[src/rtl/mhre_pkg.sv]
// Shared types and constants for the mail header recipient extractor.
// Holds parse modes, result kinds, drain states, keyword tables and the
// action record passed from the parser to the top level. No dependencies.
package mhre_pkg;

	// Address buffer size and the widths that follow from it
	localparam int ADDR_MAX = 62;
	localparam int LEN_W    = $clog2(ADDR_MAX + 1);
	localparam int IDX_W    = $clog2(ADDR_MAX);

	// Header parse modes
	typedef enum logic [2:0] {
		MODE_FIRST,
		MODE_LINE,
		MODE_MATCH,
		MODE_FIELD,
		MODE_SKIP,
		MODE_DONE
	} mode_t;

	// Result kinds carried on the output tuser
	typedef enum logic [1:0] {
		KIND_ADDR = 2'd0,
		KIND_END  = 2'd1,
		KIND_BAD  = 2'd2
	} kind_t;

	// Address run drain sequencer
	typedef enum logic [1:0] {
		DR_IDLE,
		DR_READ,
		DR_SEND
	} drain_t;

	// Character codes
	localparam logic [7:0] CH_LF    = 8'h0A;
	localparam logic [7:0] CH_CR    = 8'h0D;
	localparam logic [7:0] CH_SP    = 8'h20;
	localparam logic [7:0] CH_TAB   = 8'h09;
	localparam logic [7:0] CH_LT    = 8'h3C;
	localparam logic [7:0] CH_GT    = 8'h3E;
	localparam logic [7:0] CH_COMMA = 8'h2C;
	localparam logic [7:0] CH_UC_A  = 8'h41;
	localparam logic [7:0] CH_UC_Z  = 8'h5A;
	localparam logic [7:0] CASE_OFS = 8'h20;

	// Recipient keywords in lower case: to:, cc:, bcc:
	localparam int KW_NUM = 3;
	localparam logic [7:0] KW_TEXT [KW_NUM][4] = '{
		'{8'h74, 8'h6F, 8'h3A, 8'h00},
		'{8'h63, 8'h63, 8'h3A, 8'h00},
		'{8'h62, 8'h63, 8'h63, 8'h3A}
	};
	localparam logic [2:0] KW_LEN [KW_NUM] = '{3'd3, 3'd3, 3'd4};
	localparam logic [KW_NUM-1:0] KW_ALL = '1;

	// Action for one accepted byte
	typedef struct packed {
		logic             wr_en;
		logic [IDX_W-1:0] wr_idx;
		logic [7:0]       wr_data;
		logic             flush;
		logic [LEN_W-1:0] flush_len;
		logic             mark;
		kind_t            mark_kind;
	} parse_act_t;

endpackage

[src/rtl/mail_header_recipient_extractor.sv]
// Top level of the mail header recipient extractor.
// Depends on mhre_pkg, mhre_parse and mhre_ram (address buffer).

// Takes a message one byte per beat and returns the addresses found on To:,
// Cc: and Bcc: header lines as runs of address beats (tuser 0, tlast on the
// final byte), then one marker beat: end of recipients (tuser 1) at the blank
// line, or invalid header (tuser 2) if no recipient line came or the message
// ended first. A byte that closes an address holds the input while the run is
// read back from the address buffer RAM, through a read state and a send state
// per byte. The input is also held while a result waits unread.
module mail_header_recipient_extractor (
	input  logic       clk,
	input  logic       arst_n,
	input  logic       s_axis_tvalid,
	output logic       s_axis_tready,
	input  logic [7:0] s_axis_tdata,   // [7:0] in_byte
	input  logic       s_axis_tlast,   // end_of_message
	output logic       m_axis_tvalid,
	input  logic       m_axis_tready,
	output logic [7:0] m_axis_tdata,   // [7:0] out_byte
	output logic [1:0] m_axis_tuser,   // [1:0] kind
	output logic       m_axis_tlast    // last
);

	mhre_pkg::parse_act_t           act;
	mhre_pkg::drain_t               dr_q, dr_d;
	logic [mhre_pkg::LEN_W-1:0]     drain_len_q;
	logic [mhre_pkg::IDX_W-1:0]     rd_idx_q;
	logic [7:0]                     rd_data;
	logic                           accept;
	logic                           slot_free;
	logic                           last_beat;
	logic                           load_mark;
	logic                           load_addr;
	logic                           out_valid_q;
	mhre_pkg::kind_t                out_kind_q;
	logic [7:0]                     out_byte_q;
	logic                           out_last_q;

	// Accept a byte only when idle and the output slot can take a marker
	assign slot_free     = !out_valid_q || m_axis_tready;
	assign s_axis_tready = (dr_q == mhre_pkg::DR_IDLE) && slot_free;
	assign accept        = s_axis_tvalid && s_axis_tready;

	mhre_parse u_parse (
		.clk     (clk),
		.arst_n  (arst_n),
		.take    (accept),
		.in_byte (s_axis_tdata),
		.eom     (s_axis_tlast),
		.act     (act)
	);

	mhre_ram #(
		.WIDTH (8),
		.DEPTH (mhre_pkg::ADDR_MAX)
	) u_buf (
		.clk     (clk),
		.wr_en   (act.wr_en),
		.wr_addr (act.wr_idx),
		.wr_data (act.wr_data),
		.rd_addr (rd_idx_q),
		.rd_data (rd_data)
	);

	assign last_beat = (mhre_pkg::LEN_W'(rd_idx_q) + mhre_pkg::LEN_W'(1)) == drain_len_q;
	assign load_mark = accept && act.mark;
	assign load_addr = (dr_q == mhre_pkg::DR_SEND) && slot_free;

	// Drain sequencer next state
	always_comb begin
		dr_d = dr_q;
		unique case (dr_q)
			mhre_pkg::DR_IDLE: begin
				if (accept && act.flush) begin
					dr_d = mhre_pkg::DR_READ;
				end
			end
			mhre_pkg::DR_READ: begin
				dr_d = mhre_pkg::DR_SEND;
			end
			mhre_pkg::DR_SEND: begin
				if (slot_free) begin
					dr_d = last_beat ? mhre_pkg::DR_IDLE : mhre_pkg::DR_READ;
				end
			end
			default: begin
				dr_d = mhre_pkg::DR_IDLE;
			end
		endcase
	end

	// Drain state and read index
	always_ff @(posedge clk or negedge arst_n) begin
		if (!arst_n) begin
			dr_q        <= mhre_pkg::DR_IDLE;
			drain_len_q <= '0;
			rd_idx_q    <= '0;
		end else begin
			dr_q <= dr_d;
			if (accept && act.flush) begin
				drain_len_q <= act.flush_len;
				rd_idx_q    <= '0;
			end else if (load_addr && !last_beat) begin
				rd_idx_q <= rd_idx_q + mhre_pkg::IDX_W'(1);
			end
		end
	end

	// Output beat valid
	always_ff @(posedge clk or negedge arst_n) begin
		if (!arst_n) begin
			out_valid_q <= 1'b0;
		end else if (load_mark || load_addr) begin
			out_valid_q <= 1'b1;
		end else if (m_axis_tready) begin
			out_valid_q <= 1'b0;
		end
	end

	// Output beat payload: marker or buffered address byte
	always_ff @(posedge clk) begin
		if (load_mark) begin
			out_kind_q <= act.mark_kind;
			out_byte_q <= 8'h00;
			out_last_q <= 1'b1;
		end else if (load_addr) begin
			out_kind_q <= mhre_pkg::KIND_ADDR;
			out_byte_q <= rd_data;
			out_last_q <= last_beat;
		end
	end

	assign m_axis_tvalid = out_valid_q;
	assign m_axis_tdata  = out_byte_q;
	assign m_axis_tuser  = out_kind_q;
	assign m_axis_tlast  = out_last_q;

endmodule

[src/rtl/mhre_ram.sv]
// Generic single-port-write, single-port-read RAM with registered read data.
// No package dependencies; width and depth are parameters.
module mhre_ram #(
	parameter int WIDTH = 8,
	parameter int DEPTH = 64
) (
	input  logic                     clk,
	input  logic                     wr_en,
	input  logic [$clog2(DEPTH)-1:0] wr_addr,
	input  logic [WIDTH-1:0]         wr_data,
	input  logic [$clog2(DEPTH)-1:0] rd_addr,
	output logic [WIDTH-1:0]         rd_data
);

	logic [WIDTH-1:0] mem_q [DEPTH];

	// Write and registered read
	always_ff @(posedge clk) begin
		if (wr_en) begin
			mem_q[wr_addr] <= wr_data;
		end
		rd_data <= mem_q[rd_addr];
	end

endmodule

[src/rtl/mhre_parse.sv]
// Header line parser: keyword match, field scan and address collection.
// Depends on mhre_pkg; reports buffer writes, flushes and markers per byte.
module mhre_parse (
	input  logic                   clk,
	input  logic                   arst_n,
	input  logic                   take,
	input  logic [7:0]             in_byte,
	input  logic                   eom,
	output mhre_pkg::parse_act_t   act
);

	mhre_pkg::mode_t                   mode_q, mode_d;
	logic [2:0]                        pos_q, pos_d;
	logic [mhre_pkg::KW_NUM-1:0]       cand_q, cand_d;
	logic [mhre_pkg::LEN_W-1:0]        len_q, len_d;
	logic                              seen_q, seen_d;
	logic                              skip_q, skip_d;

	logic [7:0]                        lower;
	logic                              at_line;
	logic [2:0]                        p_sel;
	logic [mhre_pkg::KW_NUM-1:0]       c_sel;
	logic [mhre_pkg::KW_NUM-1:0]       keep;
	logic                              kw_done;
	logic                              is_eol;
	logic                              header_end;

	// Fold upper case to lower case
	assign lower = (in_byte >= mhre_pkg::CH_UC_A && in_byte <= mhre_pkg::CH_UC_Z) ?
		in_byte + mhre_pkg::CASE_OFS : in_byte;
	assign is_eol = (in_byte == mhre_pkg::CH_CR) || (in_byte == mhre_pkg::CH_LF);
	assign at_line = (mode_q == mhre_pkg::MODE_LINE) ||
		((mode_q == mhre_pkg::MODE_FIRST) && (in_byte != mhre_pkg::CH_LF));

	// Keyword compare; a line start restarts from the first position
	assign p_sel = at_line ? 3'd0 : pos_q;
	assign c_sel = at_line ? mhre_pkg::KW_ALL : cand_q;

	always_comb begin
		keep    = '0;
		kw_done = 1'b0;
		for (int k = 0; k < mhre_pkg::KW_NUM; k++) begin
			if (c_sel[k] && (p_sel < mhre_pkg::KW_LEN[k]) &&
				(mhre_pkg::KW_TEXT[k][p_sel[1:0]] == lower)) begin
				keep[k] = 1'b1;
				if (p_sel + 3'd1 == mhre_pkg::KW_LEN[k]) begin
					kw_done = 1'b1;
				end
			end
		end
	end

	// Next state and per-byte action
	always_comb begin
		mode_d         = mode_q;
		pos_d          = pos_q;
		cand_d         = cand_q;
		len_d          = len_q;
		seen_d         = seen_q;
		skip_d         = skip_q;
		header_end     = 1'b0;
		act            = '0;
		act.wr_idx     = len_q[mhre_pkg::IDX_W-1:0];
		act.wr_data    = in_byte;
		act.flush_len  = len_q;
		act.mark_kind  = mhre_pkg::KIND_BAD;

		unique case (mode_q)
			mhre_pkg::MODE_FIRST: begin
				if (in_byte == mhre_pkg::CH_LF) begin
					mode_d = mhre_pkg::MODE_LINE;
				end
			end
			mhre_pkg::MODE_LINE: begin
			end
			mhre_pkg::MODE_MATCH: begin
				cand_d = keep;
				pos_d  = pos_q + 3'd1;
				if (kw_done) begin
					seen_d = 1'b1;
					mode_d = mhre_pkg::MODE_FIELD;
					skip_d = 1'b1;
					len_d  = '0;
				end else if (keep == '0) begin
					mode_d = (in_byte == mhre_pkg::CH_LF) ? mhre_pkg::MODE_LINE :
						mhre_pkg::MODE_SKIP;
				end
			end
			mhre_pkg::MODE_FIELD: begin
				if (!(skip_q && (in_byte == mhre_pkg::CH_SP || in_byte == mhre_pkg::CH_TAB)))
				begin
					skip_d = 1'b0;
					if (in_byte == mhre_pkg::CH_LT) begin
						len_d  = '0;
						skip_d = 1'b1;
					end else if (in_byte == mhre_pkg::CH_GT || in_byte == mhre_pkg::CH_COMMA)
					begin
						act.flush = (len_q != '0);
						len_d     = '0;
						skip_d    = 1'b1;
					end else if (is_eol) begin
						act.flush = (len_q != '0);
						len_d     = '0;
						mode_d    = (in_byte == mhre_pkg::CH_LF) ? mhre_pkg::MODE_LINE :
							mhre_pkg::MODE_SKIP;
					end else if (len_q < mhre_pkg::LEN_W'(mhre_pkg::ADDR_MAX)) begin
						act.wr_en = take;
						len_d     = len_q + mhre_pkg::LEN_W'(1);
					end
				end
			end
			mhre_pkg::MODE_SKIP: begin
				if (in_byte == mhre_pkg::CH_LF) begin
					mode_d = mhre_pkg::MODE_LINE;
				end
			end
			default: begin
				mode_d = mhre_pkg::MODE_DONE;
			end
		endcase

		// Line start: keyword, blank line, or a line to skip
		if (at_line) begin
			cand_d = keep;
			pos_d  = 3'd1;
			if (kw_done) begin
				seen_d = 1'b1;
				mode_d = mhre_pkg::MODE_FIELD;
				skip_d = 1'b1;
				len_d  = '0;
			end else if (keep != '0) begin
				mode_d = mhre_pkg::MODE_MATCH;
			end else if (is_eol) begin
				act.mark      = 1'b1;
				act.mark_kind = seen_q ? mhre_pkg::KIND_END : mhre_pkg::KIND_BAD;
				mode_d        = mhre_pkg::MODE_DONE;
				header_end    = 1'b1;
			end else begin
				mode_d = mhre_pkg::MODE_SKIP;
			end
		end

		// Message end: drop any address, flag a missing header end, restart
		if (eom) begin
			act.flush = 1'b0;
			if (!header_end && mode_q != mhre_pkg::MODE_DONE) begin
				act.mark      = 1'b1;
				act.mark_kind = mhre_pkg::KIND_BAD;
			end
			mode_d = mhre_pkg::MODE_FIRST;
			pos_d  = 3'd0;
			cand_d = mhre_pkg::KW_ALL;
			len_d  = '0;
			seen_d = 1'b0;
			skip_d = 1'b0;
		end
	end

	// Parse state registers, advanced once per accepted byte
	always_ff @(posedge clk or negedge arst_n) begin
		if (!arst_n) begin
			mode_q <= mhre_pkg::MODE_FIRST;
			pos_q  <= 3'd0;
			cand_q <= mhre_pkg::KW_ALL;
			len_q  <= '0;
			seen_q <= 1'b0;
			skip_q <= 1'b0;
		end else if (take) begin
			mode_q <= mode_d;
			pos_q  <= pos_d;
			cand_q <= cand_d;
			len_q  <= len_d;
			seen_q <= seen_d;
			skip_q <= skip_d;
		end
	end

endmodule

[config.mk]
export PLATFORM = sky130hd
export DESIGN_NAME = mail_header_recipient_extractor
export DESIGN_NICKNAME = d
export VERILOG_FILES = /design/src/rtl/mhre_pkg.sv /design/src/rtl/mail_header_recipient_extractor.sv /design/src/rtl/mhre_ram.sv /design/src/rtl/mhre_parse.sv
export SDC_FILE = /design/constraint.sdc
export NUM_CORES = 1
export LEC_CHECK = 0
export BUFFER_PORTS_ARGS = -buffer_cell sky130_fd_sc_hd__buf_4
export CAP_MARGIN = 20
export CORE_UTILIZATION = 55
export CTS_CLUSTER_SIZE = 8
export DETAILED_ROUTE_END_ITERATION = 16
export PLACE_DENSITY = 0.71
export SKIP_LAST_GASP = 1
export SYNTH_ARGS = -nofsm -noshare
export SYNTH_HDL_FRONTEND = slang
export SYNTH_SLANG_ARGS = --single-unit
[constraint.sdc]
create_clock -name clk -period 4.76 [get_ports clk]
set_input_delay 0 -clock clk [delete_from_list [all_inputs] [get_ports clk]]
set_output_delay 0 -clock clk [all_outputs]
set_load 0.03 [all_outputs]
==> results.cfg, run 1 <==
[sta]
fin_skew_ns = 0.02576
crit_path_time_final_ns = 3.380
maximum_clock_frequency_ghz = 0.2959
tightestPinTransition_ns = 1.069
hold_viol_final = 0
unrepaired_setup_endpoints_after_global_routing = false
worst_slew_margin_rel_pct = 28.59
final.period_utilization_pct = 71.00
timing.setup.tns_ns = 0
timing.final.setup_violations = 0
drv_slew = 0

[clock_tree]
postCtsSetupRepairBufs = 0
cts.root.buffer_cell = sky130_fd_sc_hd__clkbuf_16
insertion_delay_ns = 0.60
tritoncts_clock_tree = yes
ctsHtreeMaxLevel = 3
cts_made_buffers = 78
cts_clk_pin_slew_worst_paths_ns = 0.05
cts_buffer_depth = 3
clock-sinks = 547

[pwr]
switching_fraction_pct = 23.31
p_clk_share_pct = 43.0
ir_worst_vdd_mv = 0.2988
sequentialPowerShare_pct = 46.5
powerDensity_nw_per_um2 = 455.6
internal_power_mw = 8.923
p_sw_mw = 2.712
cellLeakagePower_nw = 8.000
power.total_mw = 11.64
p_comb_share_pct = 10.5

[layout]
layout_commonest_cell = sky130_fd_sc_hd__edfxtp_1
mostFrequentLayoutCells = 498 x sky130_fd_sc_hd__edfxtp_1, 90 x sky130_fd_sc_hd__nor2_1, 88 x sky130_fd_sc_hd__nand2_1, 88 x sky130_fd_sc_hd__mux4_2
areaGrowthSynthToFinish_pct = 13.84
fraction_of_layout_cells_with_a_size_suffix_above_1_pct = 19.51
number_of_standard_cells_in_the_layout_taps_in_and_fillers_out = 1981
insertedDiodeCount = 0
nNetsFinal = 1422
layout.cell_area.non_filler_sq_um = 25540

[detailed_routing]
drt_wl_total_mm = 52.00
detailroute.via_count = 12430
route.detailed.wl_per_inst_um = 26.25
antenna_left = 0
detailedRoute.firstPassIterationCount = 5
initialDrtViolationCount = 1140
drc = 0
routed_via_density = 6.274

[run_status]
outcome = completed

[floorplan]
starting_density_pct = 56.08
chipHeight_um = 204.0
placementRows = 73
die_width_um = 204.0
io_pins = 26
core_area_sq_um = 40010
fp.dieArea_sq_um = 41600

[yosys]
synthesis.yosys.warnings = 0
synth_cells = 1341
post_synth_instance_area_sq_um = 22430
dominant_combinational_cell_family_by_area_after_synthesis = multiplexers
post_synth_and_or_nand_nor_area_fraction_pct = 5.516
post_synth_num_cell_types = 70
yosys-mux-area-fraction_pct = 14.05
post_synth_edffs = 498
synth-adder-area-share_pct = 0.2789
synth_xor_area_share_pct = 0.4685
yosysSeqAreaShare_pct = 71.76
synth_area_per_cell_sq_um = 16.73
synth_flop_cell = sky130_fd_sc_hd__edfxtp_1
synth_async_sr_flop_share_pct = 5.850
synth_fp_nets = 1359
yosys_register_bits = 547
synth_area_in_compound_gates_pct = 6.291

[placement]
post-place-cells = 1840
port_buffers = 25
routabilityCongestion = 0.9099
postPlaceCellArea_sq_um = 23210
post-dp-hpwl_mm = 30.93

[global_route]
pin_count_of_the_biggest_net_entering_global_routing = 74
wire_length_of_the_first_global_routing_pass_mm = 77.66
via_count_of_the_first_global_routing_pass = 12410
grt_usage_pct = 25.74
gr-total-overflow = 0
number_of_antenna_violations_at_the_first_check_in_global_routing = 0

[setup_path]
crit_path_max_fo = 25
worst-endpoint-required_ns = 5.28
endpoint_kind = flop
nature_of_the_critical_path_startpoint = flop
worst-setup-path-type = flop to flop
arrival_time_of_data_at_the_critical_path_endpoint_ns = 3.90

[worst_hold_path]
min-delay-path-class = primary input to flop

[job]
max_cap_viols = 0
-- metrics by stage --
stage,setup slack [ns],utilization (%),hold WS (ns)
2_1_floorplan,1.391,-,-0.2956
3_3_place_gp,1.387,58.02,-0.03296
3_5_place_dp,1.320,58.02,-0.02493
4_1_cts,1.432,63.84,0.05828
5_1_grt,1.146,63.84,0.06240
6_report,1.380,63.84,0.05290
-- Yosys cell counts, types with 14 or more instances --
master	count	share of area, %
sky130_fd_sc_hd__nor3_1	14	0.31
sky130_fd_sc_hd__mux4_2	88	8.8
sky130_fd_sc_hd__edfxtp_1	498	67
sky130_fd_sc_hd__nor2_1	90	1.5
sky130_fd_sc_hd__buf_1	14	0.23
sky130_fd_sc_hd__mux2_2	32	1.6
sky130_fd_sc_hd__o221ai_1	24	0.94
sky130_fd_sc_hd__o22ai_1	28	0.78
sky130_fd_sc_hd__dfrtp_1	29	3.2
sky130_fd_sc_hd__dfxtp_1	17	1.5
sky130_fd_sc_hd__nand2_1	88	1.5
sky130_fd_sc_hd__clkbuf_1	49	0.82
sky130_fd_sc_hd__mux2i_1	78	3.5
sky130_fd_sc_hd__a21oi_1	71	1.6
sky130_fd_sc_hd__o21ai_0	43	0.96
-- critical path, stage by stage, from the launching register on --
cell	delay, ns
sky130_fd_sc_hd__dfrtp_1	0.68
sky130_fd_sc_hd__buf_4	0.46
sky130_fd_sc_hd__nand2_1	0.73
sky130_fd_sc_hd__o221ai_1	0.64
sky130_fd_sc_hd__o22ai_1	0.16
sky130_fd_sc_hd__a21oi_1	0.31
sky130_fd_sc_hd__mux4_2	0.33
-- flip-flops by register name (all words and copies together) (netlist names) --
name	flops
u_buf.mem_q	496
u_buf.rd_data	8
dr_q	2
m_axis_tdata	8
drain_len_q	6
u_parse.len_q	6
u_parse.cand_q	3
rd_idx_q	6
u_parse.pos_q	3
u_parse.skip_q	1
m_axis_tlast	1
u_parse.mode_q	3
m_axis_tuser	2
u_parse.seen_q	1
m_axis_tvalid	1
-- logic make-up after synthesis --
logic type	after synthesis
adders and majority gates	5
xor gates and xnor gates	12
and+or+nand+nor	267
buffers and inverters	90
AOI/OAI and AO/OA	220
DFF	547
muxes	200
-- cell type report --
cell class                 instances  area, sq um
timing repair buffer              61        528.0
fill                            2788        14470
inverter                          12        45.04
sequential                       547        16110
multi-input combinational        704         5976
clock inverter                     8        102.6
tap                              525        656.9
clock buffer                     124         2125
-- power groups by stage --
stage | Clock (mW) | Combinational, mW | Sequential [mW]
detailed placement | 0 | 1.21 | 5.50
floorplan | 0 | 0.923 | 5.42
global route | 5.27 | 1.30 | 5.41
finish | 5.01 | 1.22 | 5.41
global placement | 0 | 1.20 | 5.49
CTS | 5.07 | 1.22 | 5.41
-- final timing paths --
check                                             start                            end  slack (ns)  depth (start not counted)
min                                     s_axis_tdata[3]   u_buf.mem_q[34][3]$_DFFE_PP_        0.05                          1
min in group asynchronous                        arst_n  u_parse.cand_q[0]$_DFFE_PN1P_        0.50                          3
max                             rd_idx_q[2]$_DFFE_PN0P_       u_buf.rd_data[6]$_DFF_P_        1.38                          6
max reg2reg                     rd_idx_q[2]$_DFFE_PN0P_       u_buf.rd_data[6]$_DFF_P_        1.38                          6
max in group asynchronous                        arst_n        rd_idx_q[0]$_DFFE_PN0P_        4.06                          4
min reg2reg                m_axis_tdata[5]$_SDFFE_PP0P_   m_axis_tdata[5]$_SDFFE_PP0P_        0.47                          2
-- routing by layer --
layer	up-vias	global-route usage (%)	part of all wire [%]
met2	604	41.08	49
met5	-	0	0
met4	0	7.916	2.3
li1	5455	-	-
met3	91	5.740	7.7
met1	6279	35.63	41
-- what timing repair did --
action,CTS,global route
gates resized for setup,0,0
endpoints found under the hold margin,108,0
hold buffers,9,0
(Power assumes the default switching activity.)
==> run 2, diff against run 1 <==
- clock period: 4.76 -> 3.4 ns (I/O delays scaled with it)
==> results.cfg, run 2 (synthesis gave the netlist of run 1 again) <==
[setup_path]
timing.reg2reg.worst_path_depth = 9
worstPathBufferInverterCount = 3
worst-endpoint-required_ns = 3.93
critPathMostFrequentCell = sky130_fd_sc_hd__dlygate4sd3_1
arrival_time_of_data_at_the_critical_path_endpoint_ns = 3.71
crit_path_max_fo = 34
regToRegSetupSlack_ns = 0.35
worst_setup_path_endpoint = u_parse.seen_q$_DFFE_PN0P_
endpoint_kind = flop
regToRegEndpoint = u_parse.seen_q$_DFFE_PN0P_
cp_cell_instances = dlygate4sd3_1 > buf_4 > or4b_4 > o31ai_4 > nand4b_1 > a211o_1 > a211oi_2 > or2_1 > a31oi_1 > a21oi_1 > dlygate4sd3_1
critPathSlowestCell = sky130_fd_sc_hd__or4b_4
critical_path.top_delay_family = buffers and inverters
crit_path_max_incr_delay_ns = 0.55
r2r-start = u_parse.mode_q[2]$_DFFE_PN0P_
nature_of_the_critical_path_startpoint = primary input
crit_cells = 11
worst-setup-path-type = primary input to flop
timing.critical_path.from = s_axis_tdata[3]

[sta]
hold_viol_final = 0
fin_skew_ns = 0.02182
timing.setup.tns_ns = 0
tightestPinTransition_ns = 0.8033
crit_path_time_final_ns = 3.182
layout_setup_ws_ns = 0.2176
worst_slew_margin_rel_pct = 46.30
final.period_utilization_pct = 93.60
maximum_clock_frequency_ghz = 0.3142
drv_slew = 0
timing.final.setup_violations = 0
unrepaired_setup_endpoints_after_global_routing = false

[job]
max_cap_viols = 0

[run_status]
outcome = completed

[detailed_routing]
drt_wl_total_mm = 52.73
drc = 0
route.detailed.wl_per_inst_um = 26.06
initialDrtViolationCount = 1195
antenna_left = 0
routed_via_density = 6.217
detailroute.via_count = 12580
detailedRoute.firstPassIterationCount = 5

[floorplan]
placementRows = 73
starting_density_pct = 56.08
fp.dieArea_sq_um = 41600
io_pins = 26
core_area_sq_um = 40010
die_width_um = 204.0
chipHeight_um = 204.0

[pwr]
powerDensity_nw_per_um2 = 630.7
sequentialPowerShare_pct = 46.2
internal_power_mw = 12.65
p_comb_share_pct = 11.1
cellLeakagePower_nw = 8.309
ir_worst_vdd_mv = 0.4654
power.total_mw = 16.39
p_sw_mw = 3.742
p_clk_share_pct = 42.7
switching_fraction_pct = 22.83

[clock_tree]
ctsHtreeMaxLevel = 3
tritoncts_clock_tree = yes
cts_made_buffers = 78
cts.root.buffer_cell = sky130_fd_sc_hd__clkbuf_16
insertion_delay_ns = 0.60
cts_clk_pin_slew_worst_paths_ns = 0.05
cts_buffer_depth = 3
clock-sinks = 547

[layout]
regMostFlops = u_buf.mem_q
largest_reg_flops = 496
layout_commonest_cell = sky130_fd_sc_hd__edfxtp_1
fraction_of_layout_cells_with_a_size_suffix_above_1_pct = 22.63
insertedDiodeCount = 0
nNetsFinal = 1480
mostFrequentLayoutCells = 498 x sky130_fd_sc_hd__edfxtp_1, 102 x sky130_fd_sc_hd__buf_4, 90 x sky130_fd_sc_hd__nor2_1, 88 x sky130_fd_sc_hd__nand2_1, 88 x sky130_fd_sc_hd__mux4_2
areaGrowthSynthToFinish_pct = 15.85

[placement]
port_buffers = 25
routabilityCongestion = 0.8904
placement.setup.worst_slack_ns = 0.3329
post-dp-hpwl_mm = 32.56

[global_route]
gr-total-overflow = 0
number_of_antenna_violations_at_the_first_check_in_global_routing = 1
wire_length_of_the_first_global_routing_pass_mm = 79.00
via_count_of_the_first_global_routing_pass = 12550
grt_usage_pct = 26.28
pin_count_of_the_biggest_net_entering_global_routing = 68

[worst_hold_path]
min_from = s_axis_tdata[7]
min-delay-path-class = primary input to flop
run 2: area by class of cell:
type,instances,area (sq um)
multi-input combinational,704,5969
sequential,547,16110
clock inverter,4,41.29
clock buffer,112,2165
inverter,12,45.04
timing repair buffer,119,1006
fill,2725,14020
tap,525,656.9
run 2: power by group through the flow:
stage / sequential, mW / combinational, mW / clock [mW]
global placement: 7.69 / 1.80 / 0
finish: 7.57 / 1.83 / 6.99
global route: 7.58 / 1.95 / 7.35
floorplan: 7.59 / 1.29 / 0
detailed placement: 7.69 / 1.82 / 0
CTS: 7.57 / 1.84 / 7.07
run 2: repair_timing:
action / CTS / global route
resized for setup: 0 / 0
setup buffers: 0 / 0
hold buffers: 11 / 0
endpoints found under the hold margin: 111 / 0
run 2: stage by stage:
step	util, %	hold WS (ns)	cell area (sq um)	instances
2_1_floorplan	-	-0.2956	22430	1341
3_3_place_gp	59.15	-0.03280	23660	1896
3_5_place_dp	59.15	-0.02467	23660	1896
4_1_cts	64.96	0.01181	25990	2023
5_1_grt	64.96	0.01210	25990	2023
6_report	64.96	0.01672	25990	2023
run 2: worst min-delay path by stage:
stage                                    to  slack [ns]  depth (start not counted)
2_1_floorplan           dr_q[0]$_DFFE_PN0P_       -0.30                          0
5_1_grt        u_buf.mem_q[26][7]$_DFFE_PP_        0.01                          2
3_3_place_gp            dr_q[1]$_DFFE_PN0P_       -0.03                          1
3_5_place_dp      m_axis_tvalid$_DFFE_PN0P_       -0.02                          1
6_report       u_buf.mem_q[16][7]$_DFFE_PP_        0.02                          2
4_1_cts        u_buf.mem_q[26][7]$_DFFE_PP_        0.01                          2
run 2: per-layer routing:
metal | routed length (um) | GRT usage (%) | vias to the layer above
li1 | - | - | 5559
met4 | 1517 | 9.275 | 0
met1 | 21380 | 36.01 | 6347
met5 | 0 | 0 | -
met3 | 4249 | 5.724 | 100
met2 | 25580 | 41.93 | 570
run 2: worst reg2reg max path: stages, from the launching register on:
cell	delay [ns]
sky130_fd_sc_hd__dfrtp_1	0.46
sky130_fd_sc_hd__nor2_1	0.36
sky130_fd_sc_hd__o31a_1	0.42
sky130_fd_sc_hd__nor3_1	0.12
sky130_fd_sc_hd__o221ai_2	0.33
sky130_fd_sc_hd__a211oi_2	0.14
sky130_fd_sc_hd__or2_1	0.29
sky130_fd_sc_hd__a31oi_1	0.21
sky130_fd_sc_hd__a21oi_1	0.05
sky130_fd_sc_hd__dlygate4sd3_1	0.55
